==> config.mk <==
export PLATFORM = sky130hd
export DESIGN_NAME = bbl_back
export DESIGN_NICKNAME = d
export VERILOG_FILES = /design/src/bbl_pkg.sv /design/src/bbl_fifo.sv /design/src/bbl_back.sv
export SDC_FILE = /design/constraint.sdc
export NUM_CORES = 2
export LEC_CHECK = 0
export BUFFER_PORTS_ARGS = -buffer_cell sky130_fd_sc_hd__buf_2
export CORE_UTILIZATION = 65
export DETAILED_ROUTE_END_ITERATION = 10
export MAX_ROUTING_LAYER = met4
export PLACE_DENSITY = 0.84
export SYNTH_ARGS = -nofsm -noshare
export SYNTH_HDL_FRONTEND = slang
export SYNTH_SLANG_ARGS = --single-unit
export TNS_END_PERCENT = 30
==> constraint.sdc <==
create_clock -name clk -period 15.5 [get_ports clk]
set_input_delay 1.55 -clock clk [delete_from_list [all_inputs] [get_ports clk]]
set_output_delay 1.55 -clock clk [all_outputs]
set_load 0.05 [all_outputs]
==> src/bbl_pkg.sv <==
package bbl_pkg;

	localparam int COEF_BITS       = 19;
	localparam int HIST_FRAC       = 8;
	localparam int ACC_FRAC        = 24;
	localparam int CHAN_BITS       = 3;
	localparam int REG_IDX_BITS    = 2;
	localparam int DEF_CHANNELS    = 8;
	localparam int DEF_SAMPLE_BITS = 16;
	localparam int QUEUE_DEPTH     = 4;
	localparam int RESULT_DEPTH    = 8;

	localparam logic signed [COEF_BITS-1:0] GAIN_RST   = 19'sd4421;
	localparam logic signed [COEF_BITS-1:0] FB_ONE_RST = -19'sd74906;
	localparam logic signed [COEF_BITS-1:0] FB_TWO_RST = 19'sd27054;

	typedef enum logic [REG_IDX_BITS-1:0] {
		REG_GAIN   = 2'd0,
		REG_FB_ONE = 2'd1,
		REG_FB_TWO = 2'd2
	} reg_idx_t;

	typedef struct packed {
		logic signed [COEF_BITS-1:0] gain;
		logic signed [COEF_BITS-1:0] fb_one;
		logic signed [COEF_BITS-1:0] fb_two;
	} coef_t;

endpackage

==> src/bbl_fifo.sv <==
module bbl_fifo #(
	parameter int WIDTH = 8,
	parameter int DEPTH = 4
) (
	input  logic                       clk,
	input  logic                       arst_n,
	input  logic                       push,
	input  logic [WIDTH-1:0]           push_data,
	input  logic                       pop,
	output logic [WIDTH-1:0]           pop_data,
	output logic                       empty,
	output logic [$clog2(DEPTH):0]     count
);

	localparam int AW = $clog2(DEPTH);

	logic [WIDTH-1:0] entry_q [DEPTH];
	logic [AW-1:0]    wr_ptr_q;
	logic [AW-1:0]    rd_ptr_q;
	logic [AW:0]      count_q;

	always_ff @(posedge clk or negedge arst_n) begin
		if (!arst_n) begin
			wr_ptr_q <= '0;
			rd_ptr_q <= '0;
			count_q  <= '0;
		end else begin
			if (push) begin
				wr_ptr_q <= wr_ptr_q + AW'(1);
			end
			if (pop) begin
				rd_ptr_q <= rd_ptr_q + AW'(1);
			end
			if (push && !pop) begin
				count_q <= count_q + (AW+1)'(1);
			end else if (!push && pop) begin
				count_q <= count_q - (AW+1)'(1);
			end
		end
	end

	always_ff @(posedge clk) begin
		if (push) begin
			entry_q[wr_ptr_q] <= push_data;
		end
	end

	assign pop_data = entry_q[rd_ptr_q];
	assign empty    = (count_q == '0);
	assign count    = count_q;

endmodule

==> src/bbl_back.sv <==
module bbl_back #(
	parameter int CHANNELS    = bbl_pkg::DEF_CHANNELS,
	parameter int SAMPLE_BITS = bbl_pkg::DEF_SAMPLE_BITS
) (
	input  logic                                clk,
	input  logic                                arst_n,
	input  bbl_pkg::coef_t                      coef,
	input  logic                                q_empty,
	input  logic signed [SAMPLE_BITS-1:0]       q_sample,
	input  logic [bbl_pkg::CHAN_BITS-1:0]       q_channel,
	output logic                                q_pop,
	input  logic                                pop,
	output logic                                empty,
	output logic signed [SAMPLE_BITS-1:0]       filtered,
	output logic [bbl_pkg::CHAN_BITS-1:0]       out_channel,
	output logic                                clipped
);

	localparam int SB      = SAMPLE_BITS;
	localparam int CH_W    = bbl_pkg::CHAN_BITS;
	localparam int COEF_W  = bbl_pkg::COEF_BITS;
	localparam int HW      = SAMPLE_BITS + bbl_pkg::HIST_FRAC;
	localparam int NUM_W   = SAMPLE_BITS + 2;
	localparam int P0_W    = COEF_W + NUM_W;
	localparam int P1_W    = COEF_W + HW;
	localparam int ACC_W   = COEF_W + SAMPLE_BITS + 10;
	localparam int RND_W   = ACC_W + 1;
	localparam int HSH     = bbl_pkg::ACC_FRAC - bbl_pkg::HIST_FRAC;
	localparam int YSH     = bbl_pkg::ACC_FRAC;
	localparam int IW      = (CHANNELS > 1) ? $clog2(CHANNELS) : 1;
	localparam int STATE_W = 2 * SAMPLE_BITS + 2 * HW;
	localparam int OUT_W   = SAMPLE_BITS + CH_W + 1;
	localparam int ODEPTH  = bbl_pkg::RESULT_DEPTH;
	localparam int OCNT_W  = $clog2(ODEPTH) + 1;
	localparam int CRED_W  = OCNT_W + 1;

	localparam logic signed [RND_W-1:0] H_HALF = RND_W'(1) <<< (HSH - 1);
	localparam logic signed [RND_W-1:0] Y_HALF = RND_W'(1) <<< (YSH - 1);
	localparam logic signed [RND_W-1:0] H_MAX  = (RND_W'(1) <<< (HW - 1)) - RND_W'(1);
	localparam logic signed [RND_W-1:0] H_MIN  = -H_MAX - RND_W'(1);
	localparam logic signed [RND_W-1:0] Y_MAX  = (RND_W'(1) <<< (SB - 1)) - RND_W'(1);
	localparam logic signed [RND_W-1:0] Y_MIN  = -Y_MAX - RND_W'(1);

	logic [STATE_W-1:0] state_mem [CHANNELS];
	logic [CHANNELS-1:0] chan_ok_q;

	logic                   issue;
	logic                   hazard;
	logic                   credit_ok;
	logic [OCNT_W-1:0]      out_count;

	logic                   v_s1;
	logic [CH_W-1:0]        ch_s1;
	logic signed [SB-1:0]   smp_s1;
	logic [STATE_W-1:0]     st_s1;
	logic                   ok_s1;

	logic signed [SB-1:0]   u1_rd;
	logic signed [SB-1:0]   u2_rd;
	logic signed [HW-1:0]   y1_rd;
	logic signed [HW-1:0]   y2_rd;
	logic signed [NUM_W-1:0] num;

	logic                   v_s2;
	logic [CH_W-1:0]        ch_s2;
	logic signed [SB-1:0]   smp_s2;
	logic signed [SB-1:0]   u1_s2;
	logic signed [HW-1:0]   y1_s2;
	logic signed [P0_W-1:0] p0_s2;
	logic signed [P1_W-1:0] p1_s2;
	logic signed [P1_W-1:0] p2_s2;

	logic                    v_s3;
	logic [CH_W-1:0]         ch_s3;
	logic signed [SB-1:0]    smp_s3;
	logic signed [SB-1:0]    u1_s3;
	logic signed [HW-1:0]    y1_s3;
	logic signed [ACC_W-1:0] acc_s3;

	logic signed [RND_W-1:0] acc_x;
	logic signed [RND_W-1:0] h_rnd;
	logic signed [RND_W-1:0] y_rnd;
	logic signed [HW-1:0]    hist;
	logic signed [SB-1:0]    y_sat;
	logic                    clip;
	logic [IW-1:0]           wb_idx;
	logic [OUT_W-1:0]        out_data;

	// hold a beat while its channel is still in flight or the result queue lacks room
	assign hazard = (v_s1 && (ch_s1 == q_channel)) ||
	                (v_s2 && (ch_s2 == q_channel)) ||
	                (v_s3 && (ch_s3 == q_channel));
	assign credit_ok = (CRED_W'(out_count) + CRED_W'(v_s1) + CRED_W'(v_s2) + CRED_W'(v_s3))
	                   < CRED_W'(ODEPTH);
	assign issue = !q_empty && !hazard && credit_ok;
	assign q_pop = issue;

	always_ff @(posedge clk or negedge arst_n) begin
		if (!arst_n) begin
			v_s1 <= 1'b0;
			v_s2 <= 1'b0;
			v_s3 <= 1'b0;
			chan_ok_q <= '0;
		end else begin
			v_s1 <= issue;
			v_s2 <= v_s1;
			v_s3 <= v_s2;
			if (v_s3) begin
				chan_ok_q[wb_idx] <= 1'b1;
			end
		end
	end

	always_ff @(posedge clk) begin
		if (issue) begin
			st_s1 <= state_mem[IW'(q_channel)];
		end
		if (v_s3) begin
			state_mem[wb_idx] <= {smp_s3, u1_s3, hist, y1_s3};
		end
	end

	always_ff @(posedge clk) begin
		ch_s1  <= q_channel;
		smp_s1 <= q_sample;
		ok_s1  <= chan_ok_q[IW'(q_channel)];

		ch_s2  <= ch_s1;
		smp_s2 <= smp_s1;
		u1_s2  <= u1_rd;
		y1_s2  <= y1_rd;
		p0_s2  <= P0_W'(coef.gain) * P0_W'(num);
		p1_s2  <= P1_W'(coef.fb_one) * P1_W'(y1_rd);
		p2_s2  <= P1_W'(coef.fb_two) * P1_W'(y2_rd);

		ch_s3  <= ch_s2;
		smp_s3 <= smp_s2;
		u1_s3  <= u1_s2;
		y1_s3  <= y1_s2;
		acc_s3 <= (ACC_W'(p0_s2) <<< bbl_pkg::HIST_FRAC) - ACC_W'(p1_s2) - ACC_W'(p2_s2);
	end

	assign u1_rd = ok_s1 ? st_s1[STATE_W-1 -: SB]  : '0;
	assign u2_rd = ok_s1 ? st_s1[2*HW+SB-1 -: SB]  : '0;
	assign y1_rd = ok_s1 ? st_s1[2*HW-1 -: HW]     : '0;
	assign y2_rd = ok_s1 ? st_s1[HW-1:0]           : '0;
	assign num   = NUM_W'(smp_s1) + (NUM_W'(u1_rd) <<< 1) + NUM_W'(u2_rd);

	assign acc_x = RND_W'(acc_s3);
	assign h_rnd = (acc_x + H_HALF) >>> HSH;
	assign y_rnd = (acc_x + Y_HALF) >>> YSH;

	always_comb begin
		if (h_rnd > H_MAX) begin
			hist = H_MAX[HW-1:0];
		end else if (h_rnd < H_MIN) begin
			hist = H_MIN[HW-1:0];
		end else begin
			hist = h_rnd[HW-1:0];
		end
		clip = 1'b0;
		if (y_rnd > Y_MAX) begin
			y_sat = Y_MAX[SB-1:0];
			clip  = 1'b1;
		end else if (y_rnd < Y_MIN) begin
			y_sat = Y_MIN[SB-1:0];
			clip  = 1'b1;
		end else begin
			y_sat = y_rnd[SB-1:0];
		end
	end

	assign wb_idx = IW'(ch_s3);

	bbl_fifo #(
		.WIDTH (OUT_W),
		.DEPTH (ODEPTH)
	) u_results (
		.clk       (clk),
		.arst_n    (arst_n),
		.push      (v_s3),
		.push_data ({clip, ch_s3, y_sat}),
		.pop       (pop && !empty),
		.pop_data  (out_data),
		.empty     (empty),
		.count     (out_count)
	);

	assign clipped     = out_data[OUT_W-1];
	assign out_channel = out_data[OUT_W-2 -: CH_W];
	assign filtered    = out_data[SB-1:0];

	a_result_room: assert property (@(posedge clk) disable iff (!arst_n)
		v_s3 |-> (out_count < OCNT_W'(ODEPTH)))
		else $error("result queue overrun");

	a_s1_s2_apart: assert property (@(posedge clk) disable iff (!arst_n)
		(v_s1 && v_s2) |-> (ch_s1 != ch_s2))
		else $error("same channel in adjacent stages");

	a_late_apart: assert property (@(posedge clk) disable iff (!arst_n)
		v_s3 |-> ((!v_s2 || (ch_s2 != ch_s3)) && (!v_s1 || (ch_s1 != ch_s3))))
		else $error("channel issued before its write-back");

	a_issue_src: assert property (@(posedge clk) disable iff (!arst_n)
		q_pop |-> !q_empty)
		else $error("issue from empty queue");

endmodule
==> out/metrics.csv <==
metric,value,unit
Crit Path Max Fanout,104,
number of global-route vias before repair,61700,
Synth top area share,0.295,
final setup fails,0,
CP peak stage delay,0.72,ns
Syn Area/Cell,12.2,sq um
post-synthesis sequential area ratio,0.366,
CTS tree,yes,
Initial Util,0.658,
Post-synth top flop,edfxtp_1,
post-CTS sizing,0,
TritonCTS Buffers,110,
Mapped Cells,7333,
hold crit path type,flip-flop to flip-flop,
Final #Nets,9085,
Worst-Margin Slew,1.27,ns
Tot GR Track Use,0.340,
routability cong.,0.966,
Slew Limit Fails,0,
Synthesized Nets,9137,
Critical Path RT,16.09,ns
Worst-Skew Late Latency,0.73,ns
grt total ovfl,0,
fin crit share,0.651,
Setup WS pre-CTS,5.84,ns
root buffer cell,clkbuf_16,
cell repeated most along the worst path,fa_1,
minimum clock period,10.09,ns
FP Rows,135,
outcome,"complete, no violations",
antenna violations before repair,16,
PortBufs,101,
clk slew on worst S/H paths,0.07,ns
Final Worst Setup Slack,5.41,ns
fmax,99.1,MHz
CP Launch Type,flip-flop,
CTS sink cnt,1192,
vias,56400,
core area,136000,sq um
"commonest non-fill, non-tap cell in the layout",inv_1,
Final ANT Viol Nets,0,
Clock Tree Buf Depth,3,
hold bufs inserted after CTS,0,
largest net degree at the start of global routing,105,
top cell type by total area after synthesis,edfxtp_1,
Crit-path slowest cell,buf_4,
Yosys reg bits,1192,
synth top area cells,"edfxtp_1, fa_1, dfxtp_1, ha_1, inv_1",
Worst Setup End Kind,flip-flop,
Setup TNS,0,ns
global-route wire length before repair,350000,um
dpl hpwl,153000,um
Chip Width,373,um
skew final,0.0776,ns
Yosys cell types,79,
Residual DRC,0,
WL final,223000,um
routed vias/inst,6.15,
Syn-to-layout area delta,6.36,%
post-CTS setup buffers,0,
die height,373,um
number of synthesized flops with an enable pin,880,
Setup CP Type,flip-flop to flip-flop,
CTS H-tree lvls,3,
DRT iter0 DRCs,5740,
Syn. warnings,0,
RSZ-0062 raised after global routing,false,
io pins,102,
drt wl/cell,24.3,um
router iterations before antenna repair,6,
Post-Syn Area,89500,sq um
Hold Fails Final Rpt,0,
most frequent cells in the layout,"inv_1, fa_1, edfxtp_1",
max-cap violations,0,
WP data arrival,10.68,ns
Slew headroom,0.142,
Async SR Flop Fraction,0.0176,
full die area,139000,sq um
share of cells above drive strength 1,0.0964,
## critical path, delay by kind of cell, from the launching register on
family / cells / cell delay (ns)
AOI/OAI and AO/OA: 6 / 1.95
xor gates and xnor gates: 1 / 0.14
adders and majority gates: 8 / 3.82
buffers and inverters: 8 / 2.36
DFF: 1 / 0.40
and+or+nand+nor: 4 / 1.15
## final cells by class
cell class / instances / area [sq um]
inverters: 1385 / 5200
fillers: 8613 / 40800
well taps: 1781 / 2230
diodes: 16 / 40.0
clock inverters: 63 / 601
repair buffers: 160 / 967
flip-flops and latches: 1192 / 32800
clock buffers: 143 / 3010
multi-input cells: 4432 / 50400
## cells in the mapped netlist (all sizes together), types with 34 or more instances
| cell | count |
|---|---|
| inv | 1385 |
| fa | 1308 |
| edfxtp | 880 |
| nand2 | 874 |
| ha | 416 |
| and3 | 320 |
| dfxtp | 291 |
| clkbuf | 290 |
| mux4 | 202 |
| and2 | 187 |
| xnor2 | 148 |
| nor2 | 139 |
| a21oi | 128 |
| mux2 | 104 |
| o21ai | 99 |
| nand2b | 75 |
| xor2 | 69 |
| a21o | 62 |
| nand3 | 35 |
| buf | 34 |
## flip-flops by register name, indices dropped and copies added, names as in the netlist, 24 cells and up
| register | count |
|---|---|
| u_results.entry_q | 160 |
| p2_s2 | 43 |
| st_s1 | 80 |
| acc_s3 | 30 |
| y1_s2 | 24 |
| p1_s2 | 43 |
| state_mem | 640 |
| p0_s2 | 37 |
| y1_s3 | 24 |
## logic make-up (layout without fill, tap and decap cells)
| logic type | after synthesis | count (layout) | synth area share |
|---|---|---|---|
| buffers and inverters | 1709 | 1751 | 0.0721 |
| flip-flops | 1192 | 1192 | 0.366 |
| XOR/XNOR | 217 | 217 | 0.0212 |
| other | 0 | 16 | 0 |
| adder cells (fa/ha/maj) | 1724 | 1724 | 0.351 |
| AO/OA/AOI/OAI | 430 | 430 | 0.0315 |
| AND/OR/NAND/NOR | 1753 | 1753 | 0.0940 |
| multiplexers | 308 | 308 | 0.0641 |
## per-stage QoR
step / util / hold WS, ns / cells / cell area (sq um)
3_3_place_gp: 0.673 / 0.310 / 8950 / 91500
3_5_place_dp: 0.673 / 0.312 / 8950 / 91500
6_report: 0.700 / 0.306 / 9172 / 95200
4_1_cts: 0.700 / 0.305 / 9156 / 95100
5_1_grt: 0.700 / 0.309 / 9168 / 95200
2_1_floorplan: - / 0.310 / 7333 / 89500
## per-layer routing
metal / vias up / GRT usage / part of all wire
met5: - / - / 0
met4: 0 / 0.169 / 0.059
met3: 854 / 0.0701 / 0.10
met2: 3533 / 0.542 / 0.48
met1: 28500 / 0.417 / 0.35
li1: 23500 / - / -
## worst paths after layout
kind                       startpoint               endpoint  slack (ns)  cells after the start
max                             ok_s1              p1_s2[41]        5.41                     27
min                         smp_s2[9]              smp_s3[9]        0.31                      0
max reg2reg                     ok_s1              p1_s2[41]        5.41                     27
min reg2reg                 smp_s2[9]              smp_s3[9]        0.31                      0
max in group asynchronous      arst_n  u_results.rd_ptr_q[0]       14.37                      1
min in group asynchronous      arst_n     u_results.count[3]        0.78                      1
Power is left out: the tool's default activity adds up to more than one toggle a clock period on the data nets, which glitch-free logic cannot reach.
