--- src/bbl_pkg.sv ---
package bbl_pkg;

	localparam int COEF_BITS       = 19;
	localparam int HIST_FRAC       = 8;
	localparam int ACC_FRAC        = 24;
	localparam int CHAN_BITS       = 3;
	localparam int REG_IDX_BITS    = 2;
	localparam int DEF_CHANNELS    = 8;
	localparam int DEF_SAMPLE_BITS = 16;
	localparam int QUEUE_DEPTH     = 4;
	localparam int RESULT_DEPTH    = 8;

	localparam logic signed [COEF_BITS-1:0] GAIN_RST   = 19'sd4421;
	localparam logic signed [COEF_BITS-1:0] FB_ONE_RST = -19'sd74906;
	localparam logic signed [COEF_BITS-1:0] FB_TWO_RST = 19'sd27054;

	typedef enum logic [REG_IDX_BITS-1:0] {
		REG_GAIN   = 2'd0,
		REG_FB_ONE = 2'd1,
		REG_FB_TWO = 2'd2
	} reg_idx_t;

	typedef struct packed {
		logic signed [COEF_BITS-1:0] gain;
		logic signed [COEF_BITS-1:0] fb_one;
		logic signed [COEF_BITS-1:0] fb_two;
	} coef_t;

endpackage

--- src/bbl_fifo.sv ---
module bbl_fifo #(
	parameter int WIDTH = 8,
	parameter int DEPTH = 4
) (
	input  logic                       clk,
	input  logic                       arst_n,
	input  logic                       push,
	input  logic [WIDTH-1:0]           push_data,
	input  logic                       pop,
	output logic [WIDTH-1:0]           pop_data,
	output logic                       empty,
	output logic [$clog2(DEPTH):0]     count
);

	localparam int AW = $clog2(DEPTH);

	logic [WIDTH-1:0] entry_q [DEPTH];
	logic [AW-1:0]    wr_ptr_q;
	logic [AW-1:0]    rd_ptr_q;
	logic [AW:0]      count_q;

	always_ff @(posedge clk or negedge arst_n) begin
		if (!arst_n) begin
			wr_ptr_q <= '0;
			rd_ptr_q <= '0;
			count_q  <= '0;
		end else begin
			if (push) begin
				wr_ptr_q <= wr_ptr_q + AW'(1);
			end
			if (pop) begin
				rd_ptr_q <= rd_ptr_q + AW'(1);
			end
			if (push && !pop) begin
				count_q <= count_q + (AW+1)'(1);
			end else if (!push && pop) begin
				count_q <= count_q - (AW+1)'(1);
			end
		end
	end

	always_ff @(posedge clk) begin
		if (push) begin
			entry_q[wr_ptr_q] <= push_data;
		end
	end

	assign pop_data = entry_q[rd_ptr_q];
	assign empty    = (count_q == '0);
	assign count    = count_q;

endmodule

--- src/bbl_front.sv ---
module bbl_front #(
	parameter int CHANNELS    = bbl_pkg::DEF_CHANNELS,
	parameter int SAMPLE_BITS = bbl_pkg::DEF_SAMPLE_BITS
) (
	input  logic                                clk,
	input  logic                                arst_n,
	input  logic                                push,
	output logic                                full,
	input  logic signed [SAMPLE_BITS-1:0]       sample,
	input  logic [bbl_pkg::CHAN_BITS-1:0]       channel,
	input  logic                                q_pop,
	output logic                                q_empty,
	output logic signed [SAMPLE_BITS-1:0]       q_sample,
	output logic [bbl_pkg::CHAN_BITS-1:0]       q_channel
);

	localparam int CH_W  = bbl_pkg::CHAN_BITS;
	localparam int W     = SAMPLE_BITS + CH_W;
	localparam int DEPTH = bbl_pkg::QUEUE_DEPTH;
	localparam int CNT_W = $clog2(DEPTH) + 1;

	logic             in_range;
	logic             q_push;
	logic [W-1:0]     q_data;
	logic [CNT_W-1:0] q_count;

	// drop beats whose channel has no filter state
	assign in_range = (32'(channel) < 32'(CHANNELS));
	assign full     = (q_count == CNT_W'(DEPTH));
	assign q_push   = push && !full && in_range;

	bbl_fifo #(
		.WIDTH (W),
		.DEPTH (DEPTH)
	) u_queue (
		.clk       (clk),
		.arst_n    (arst_n),
		.push      (q_push),
		.push_data ({channel, sample}),
		.pop       (q_pop),
		.pop_data  (q_data),
		.empty     (q_empty),
		.count     (q_count)
	);

	assign q_sample  = q_data[SAMPLE_BITS-1:0];
	assign q_channel = q_data[W-1 -: CH_W];

endmodule

--- config.mk ---
export PLATFORM = sky130hd
export DESIGN_NAME = bbl_front
export DESIGN_NICKNAME = d
export VERILOG_FILES = /design/src/bbl_pkg.sv /design/src/bbl_fifo.sv /design/src/bbl_front.sv
export SDC_FILE = /design/constraint.sdc
export NUM_CORES = 1
export LEC_CHECK = 0
export BUFFER_PORTS_ARGS = -buffer_cell sky130_fd_sc_hd__buf_2
export CAP_MARGIN = 0
export CORE_MARGIN = 4
export CORE_UTILIZATION = 50
export DETAILED_ROUTE_END_ITERATION = 7
export PLACE_DENSITY = 0.71
export SETUP_SLACK_MARGIN = 0.4
export SYNTH_ARGS = -nofsm -noshare
export SYNTH_HDL_FRONTEND = slang
export SYNTH_SLANG_ARGS = --single-unit
--- constraint.sdc ---
create_clock -name clk -period 1.8 [get_ports clk]
set_input_delay 0.36 -clock clk [delete_from_list [all_inputs] [get_ports clk]]
set_output_delay 0.36 -clock clk [all_outputs]
set_load 0.005 [all_outputs]
==> impl_metrics.yaml, run 1 <==
synthesis:
  synth.most_common_cell: "edfxtp_1"
  synthSimpleGateAreaFrac: 0.0221
  synth_top_family_by_area: "multiplexers"
  synth_area_leaders: "edfxtp_1 (72%), mux4_2 (14%), dfrtp_1 (5.5%)"
  syn_nets: 163
  seq_area_frac_synth: 0.776
  ys_ff_latch: 83
  netlist_area_um2: 3170
  synth_top_area_share: 0.720
  netlist_instances: 134
  synthFlopType: "edfxtp_1"
  synth_edf_count: 76
  ys_warn_count: 0
  synthTopCellsByCount: "edfxtp_1 (76), mux4_2 (19), dfrtp_1 (7), ha_1 (5)"
  synthArstFlopShare: 0.0843
  syn_area_per_cell_um2: 23.6
  yosys.area_share.adder: 0.0261
  ys_types: 19
  synth_compound_area_frac: 0
  synthMuxAreaShare: 0.143
  synth-xor-area-share: 0.0166
  synth_top_area_cell: "edfxtp_1"
timing:
  slew_headroom: 0.817
  rsz0062_at_grt: "true"
  fin_crit_ns: 2.00
  timing.final.crit_share: 1.11
  fin_ws_ns: -0.201
  hold_viol_final: 0
  fmax_mhz: 500
  fin_skew_ns: 0.00864
  drv_slew: 0
  setup_viol: 19
  worst-slew-pin-transition_ns: 0.275
clock_network:
  root_buffer: "clkbuf_8"
  clk_path_buf_depth: 2
  htree_levels: 3
  cts_tree: "yes"
  cts_buffers: 9
  cts_sinks: 83
  clk_latency_ns: 0.34
  clkTransAtPathRegs_ns: 0.08
critical_path:
  slowest_stage: "mux4_2"
  cp.arrival_ns: 1.64
  crit_chain: "buf_12 -> mux4_2 -> buf_2"
  cp_max_fo: 9
  cp_top_family: "multiplexers"
  path_class: "reg -> out"
  slowest_delay_ns: 0.52
  cp-end-kind: "primary output"
  cp.required_ns: 1.44
  cp-start-kind: "register"
  crit_buf_inv: 2
drt:
  first_pass_iters: 4
  routed_wl_um: 6400
  antenna_left: 0
  wl_per_cell_um: 21.5
  drt_iter0_drc: 105
  drc: 0
  vias: 1595
  avgViaCountPerCell: 5.35
layout:
  final_area_um2: 4200
  areaGrowthSynthToFinish_pct: 32.5
  multi_input_area_um2: 744
  register_area_um2: 2460
  drive_above_1_share: 0.556
  stdcell_count: 298
  fin_util: 0.697
  nets: 247
  num_antenna_cells: 0
  fill_cells: 372
placed_design:
  dp_cells: 251
  portBuffers: 43
  placed_area_um2: 3520
  gp_congestion: 0.686
  dp_hpwl_um: 3500
global_route:
  overflow: 0
  grt_max_degree: 20
  grtUsageTotal: 0.178
  antenna_found_initial: 0
  first_global_vias: 1793
  grt_pass1_wl_um: 9520
run_status:
  violations: "setup timing"
  status: "complete, but fails checks"
worst_hold_path:
  hp-class: "in -> reg"
die:
  die_x_um: 87.6
  die_y_um: 87.6
  std_cell_rows: 28
  start_util: 0.526
  io_pins: 44
  coreArea_um2: 6030
  die_area_um2: 7670
power_and_ir_drop:
  vdd_ir_drop_max_mv: 0.935
  leakagePower_nw: 1.55
  power.density_nw_per_um2: 1600
flow_run:
  max_cap_viol_count: 0
## stage by stage
| step | setup TNS, ns | hold WS, ns | setup slack [ns] | total power [mW] |
|---|---|---|---|---|
| finish | -3.23 | 0.224 | -0.201 | 6.72 |
| global route | -4.50 | 0.215 | -0.257 | 7.08 |
| CTS | -3.22 | 0.201 | -0.195 | 6.52 |
| detailed placement | -0.290 | 0.194 | -0.0155 | 4.65 |
| global placement | 0 | 0.192 | 0.0576 | 4.54 |
| floorplan | -0.00606 | 0.0644 | -0.00606 | 3.92 |
## cell type report
class,instances,area share
clock buffer,14,0.0364
inverter,4,0.00358
timing repair buffer,75,0.166
clock inverter,2,0.00834
tap,75,0.0223
multi-input combinational,45,0.177
sequential,83,0.586
## logic make-up (layout without fill, tap and decap cells)
kind of cell	after synthesis	after routing
simple gates	9	12
fa+ha+maj	6	6
buf+inv	9	95
xor+xnor	6	6
flops	83	83
mux	21	21
## what timing repair did
action,4_1_cts,5_1_grt
pin swaps,7,6
cloned,3,2
setup endpoints to repair,99,100
hold buffers,1,0
resized for setup,23,10
endpoints found under the hold margin,7,0
setup buffers,20,5
## cells in the final DEF, fill, tap and decap left out
| cell | instances |
|---|---|
| dlygate4sd3_1 | 1 |
| nor3b_4 | 1 |
| nor2_1 | 1 |
| ha_4 | 1 |
| mux2_4 | 2 |
| nor2b_4 | 1 |
| xnor2_4 | 1 |
| dfrtp_2 | 3 |
| nor3_4 | 1 |
| nand2_1 | 1 |
| edfxtp_1 | 76 |
| buf_4 | 6 |
| mux4_2 | 19 |
| ha_1 | 4 |
| clkbuf_1 | 4 |
| buf_2 | 41 |
| inv_1 | 3 |
| buf_16 | 2 |
| and2_4 | 7 |
| xnor2_1 | 2 |
| clkinv_2 | 1 |
| xor2_1 | 3 |
| fa_2 | 1 |
| inv_2 | 1 |
| clkbuf_8 | 10 |
| bufinv_16 | 1 |
| buf_6 | 13 |
| buf_12 | 11 |
| buf_8 | 1 |
| dfrtp_1 | 4 |
## final timing paths
path	from	to	slack (ns)	depth (start not counted)
max in group asynchronous	arst_n	u_queue.rd_ptr_q[0]$_DFFE_PN0P_	1.28	2
min in group asynchronous	arst_n	u_queue.count[2]$_DFFE_PN0P_	0.36	2
hold / removal	q_pop	u_queue.rd_ptr_q[0]$_DFFE_PN0P_	0.22	2
setup / recovery	u_queue.rd_ptr_q[0]$_DFFE_PN0P_	q_sample[6]	-0.20	3
hold reg to reg	u_queue.rd_ptr_q[1]$_DFFE_PN0P_	u_queue.rd_ptr_q[1]$_DFFE_PN0P_	0.60	1
setup reg to reg	u_queue.count[0]$_DFFE_PN0P_	u_queue.count[1]$_DFFE_PN0P_	0.02	6
## flip-flops by register name, indices dropped and copies added, names as in the netlist
register          count
u_queue.entry_q      76
u_queue.wr_ptr_q      2
u_queue.rd_ptr_q      2
u_queue.count         3
## worst register-to-register path, delay by kind of cell (launching register included)
| kind | cells | cell delay (ns) |
|---|---|---|
| adder cells (fa/ha/maj) | 2 | 0.59 |
| flip-flops | 1 | 0.43 |
| AND/OR/NAND/NOR | 2 | 0.33 |
| multiplexers | 1 | 0.28 |
| buffers and inverters | 1 | 0.05 |
## power breakdown
| part | switching, mW | internal, mW |
|---|---|---|
| Clock | 0.596 | 0.680 |
| Sequential | 0.184 | 2.58 |
| Combinational | 1.10 | 1.59 |
| Total | 1.88 | 4.85 |
## layer usage
layer	vias to the layer above	part of all wire	track usage
li1	716	-	-
met1	834	0.39	0.204
met2	38	0.56	0.316
met3	7	0.039	0.0452
met4	0	0.013	0.0781
met5	-	0	0
No activity file was read; power rests on OpenSTA's default activity.
==> inputs of run 2 (changes only) <==
--- a/config.mk
+++ b/config.mk
@@ -10,7 +10,7 @@
 export CORE_MARGIN = 4
 export CORE_UTILIZATION = 50
 export DETAILED_ROUTE_END_ITERATION = 7
-export PLACE_DENSITY = 0.71
+export PLACE_DENSITY = 0.68
 export SETUP_SLACK_MARGIN = 0.4
 export SYNTH_ARGS = -nofsm -noshare
 export SYNTH_HDL_FRONTEND = slang
==> constraint.sdc (replaced) <==
create_clock -name clk -period 2.15 [get_ports clk]
set_input_delay 0.43 -clock clk [delete_from_list [all_inputs] [get_ports clk]]
set_output_delay 0.43 -clock clk [all_outputs]
set_load 0.005 [all_outputs]
==> impl_metrics.yaml, run 2 (synthesis results as in run 1) <==
die:
  die_y_um: 87.6
  std_cell_rows: 28
  start_util: 0.526
  die_area_um2: 7670
  die_x_um: 87.6
  io_pins: 44
  coreArea_um2: 6030
clock_network:
  clk_latency_ns: 0.33
  root_buffer: "clkbuf_8"
  cts_tree: "yes"
  cts_buffers: 9
  cts_sinks: 83
  clkTransAtPathRegs_ns: 0.08
  htree_levels: 3
  clk_path_buf_depth: 2
critical_path:
  cp-start-kind: "register"
  cp-end-kind: "primary output"
  cp.arrival_ns: 1.60
  path_class: "reg -> out"
  cp_max_fo: 8
  cp.required_ns: 1.72
  crit_chain: "buf_8 -> mux4_2 -> buf_2"
  slowest_stage: "mux4_2"
  slowest_delay_ns: 0.51
timing:
  fin_skew_ns: 0.00915
  fin_crit_ns: 2.03
  hold_viol_final: 0
  timing.final.crit_share: 0.946
  rsz0062_at_grt: "true"
  slew_headroom: 0.798
  fmax_mhz: 492
  setup_viol: 0
  worst-slew-pin-transition_ns: 0.303
  tns_ns: 0
  drv_slew: 0
power_and_ir_drop:
  p_total_mw: 5.32
  power.density_nw_per_um2: 1380
  leakagePower_nw: 1.40
  vdd_ir_drop_max_mv: 0.703
placed_design:
  portBuffers: 43
  dp_hpwl_um: 3220
  gp_congestion: 0.675
  dp_cells: 252
global_route:
  overflow: 0
  grtUsageTotal: 0.144
  grt_pass1_wl_um: 7850
  grt_max_degree: 20
  antenna_found_initial: 0
  first_global_vias: 1594
layout:
  stdcell_count: 275
  num_antenna_cells: 0
  final_common_cell: "edfxtp_1"
  areaGrowthSynthToFinish_pct: 21.7
  largest_register_ffs: 76
  drive_above_1_share: 0.505
  fill_cells: 434
  layout_common_cells: "edfxtp_1 (76), buf_2 (43), mux4_2 (19)"
  regMostFlops: "u_queue.entry_q"
  nets: 224
  fin_util: 0.640
drt:
  avgViaCountPerCell: 5.21
  antenna_left: 0
  routed_wl_um: 5090
  wl_per_cell_um: 18.5
  drt_iter0_drc: 44
  vias: 1432
  first_pass_iters: 4
  drc: 0
run_status:
  status: "complete, no violations"
worst_hold_path:
  hp-class: "in -> reg"
flow_run:
  max_cap_viol_count: 0
-- run 2: cell types whose count changed in the layout (fill, tap and decap cells not counted), sizes merged --
cell    change
and2        -3
bufinv      +3
clkbuf      -2
buf        -21
-- run 2: worst max-delay path: cells and delay by family (launching register included) --
| family | cells | cell delay, ns |
|---|---|---|
| mux | 1 | 0.51 |
| flops | 1 | 0.45 |
| buf+inv | 2 | 0.32 |
-- run 2: final timing paths --
check	from	end	slack, ns	depth (start not counted)
max in group asynchronous	arst_n	u_queue.rd_ptr_q[0]$_DFFE_PN0P_	1.52	2
worst max register to register	u_queue.count[0]$_DFFE_PN0P_	u_queue.count[1]$_DFFE_PN0P_	0.39	6
worst min-delay path	sample[12]	u_queue.entry_q[2][12]$_DFFE_PP_	0.31	1
worst min register to register	u_queue.count[2]$_DFFE_PN0P_	u_queue.count[2]$_DFFE_PN0P_	0.56	2
worst max-delay path	u_queue.rd_ptr_q[0]$_DFFE_PN0P_	q_sample[9]	0.12	3
min in group asynchronous	arst_n	u_queue.wr_ptr_q[1]$_DFFE_PN0P_	0.45	2
-- run 2: metal layers --
| layer | up-vias | track usage | wire length, µm |
|---|---|---|---|
| met3 | 6 | 0.0386 | 200 |
| li1 | 665 | - | - |
| met5 | - | 0 | 0 |
| met4 | 0 | 0.0711 | 67 |
| met2 | 32 | 0.247 | 2700 |
| met1 | 729 | 0.169 | 2120 |
-- run 2: cell type report --
class / count / area (µm²) / share of cell area
flip-flops and latches: 83 / 2460 / 0.638
multi-input cells: 42 / 683 / 0.177
repair buffers: 55 / 345 / 0.0896
clock buffers: 11 / 131 / 0.0341
clock inverters: 5 / 125 / 0.0325
well taps: 75 / 93.8 / 0.0243
inverters: 4 / 15.0 / 0.00389
-- run 2: repair_timing --
| action | 4_1_cts | 5_1_grt |
|---|---|---|
| hold buffers | 1 | 0 |
| setup buffers | 4 | 1 |
| hold endpoints to repair | 7 | 0 |
| setup endpoints to repair | 97 | 78 |
| pin swaps | 2 | 3 |
| gates resized for setup | 5 | 8 |
| cloned | 0 | 1 |
-- run 2: power by group --
| part | leakage, nW | switching (mW) | internal [mW] |
|---|---|---|---|
| clock network | 0.128 | 0.500 | 0.888 |
| registers | 0.775 | 0.146 | 2.16 |
| logic | 0.498 | 0.714 | 0.915 |
| total | 1.40 | 1.36 | 3.96 |
-- run 2: per-stage QoR --
| stage | setup WS (ns) | hold slack [ns] | instance area, µm² |
|---|---|---|---|
| after floorplan | 0.344 | 0.134 | 3180 |
| after global placement | 0.406 | 0.268 | 3490 |
| after detailed placement | 0.358 | 0.276 | 3490 |
| after CTS | 0.0912 | 0.289 | 3800 |
| after global routing | 0.0633 | 0.290 | 3850 |
| final | 0.116 | 0.309 | 3850 |
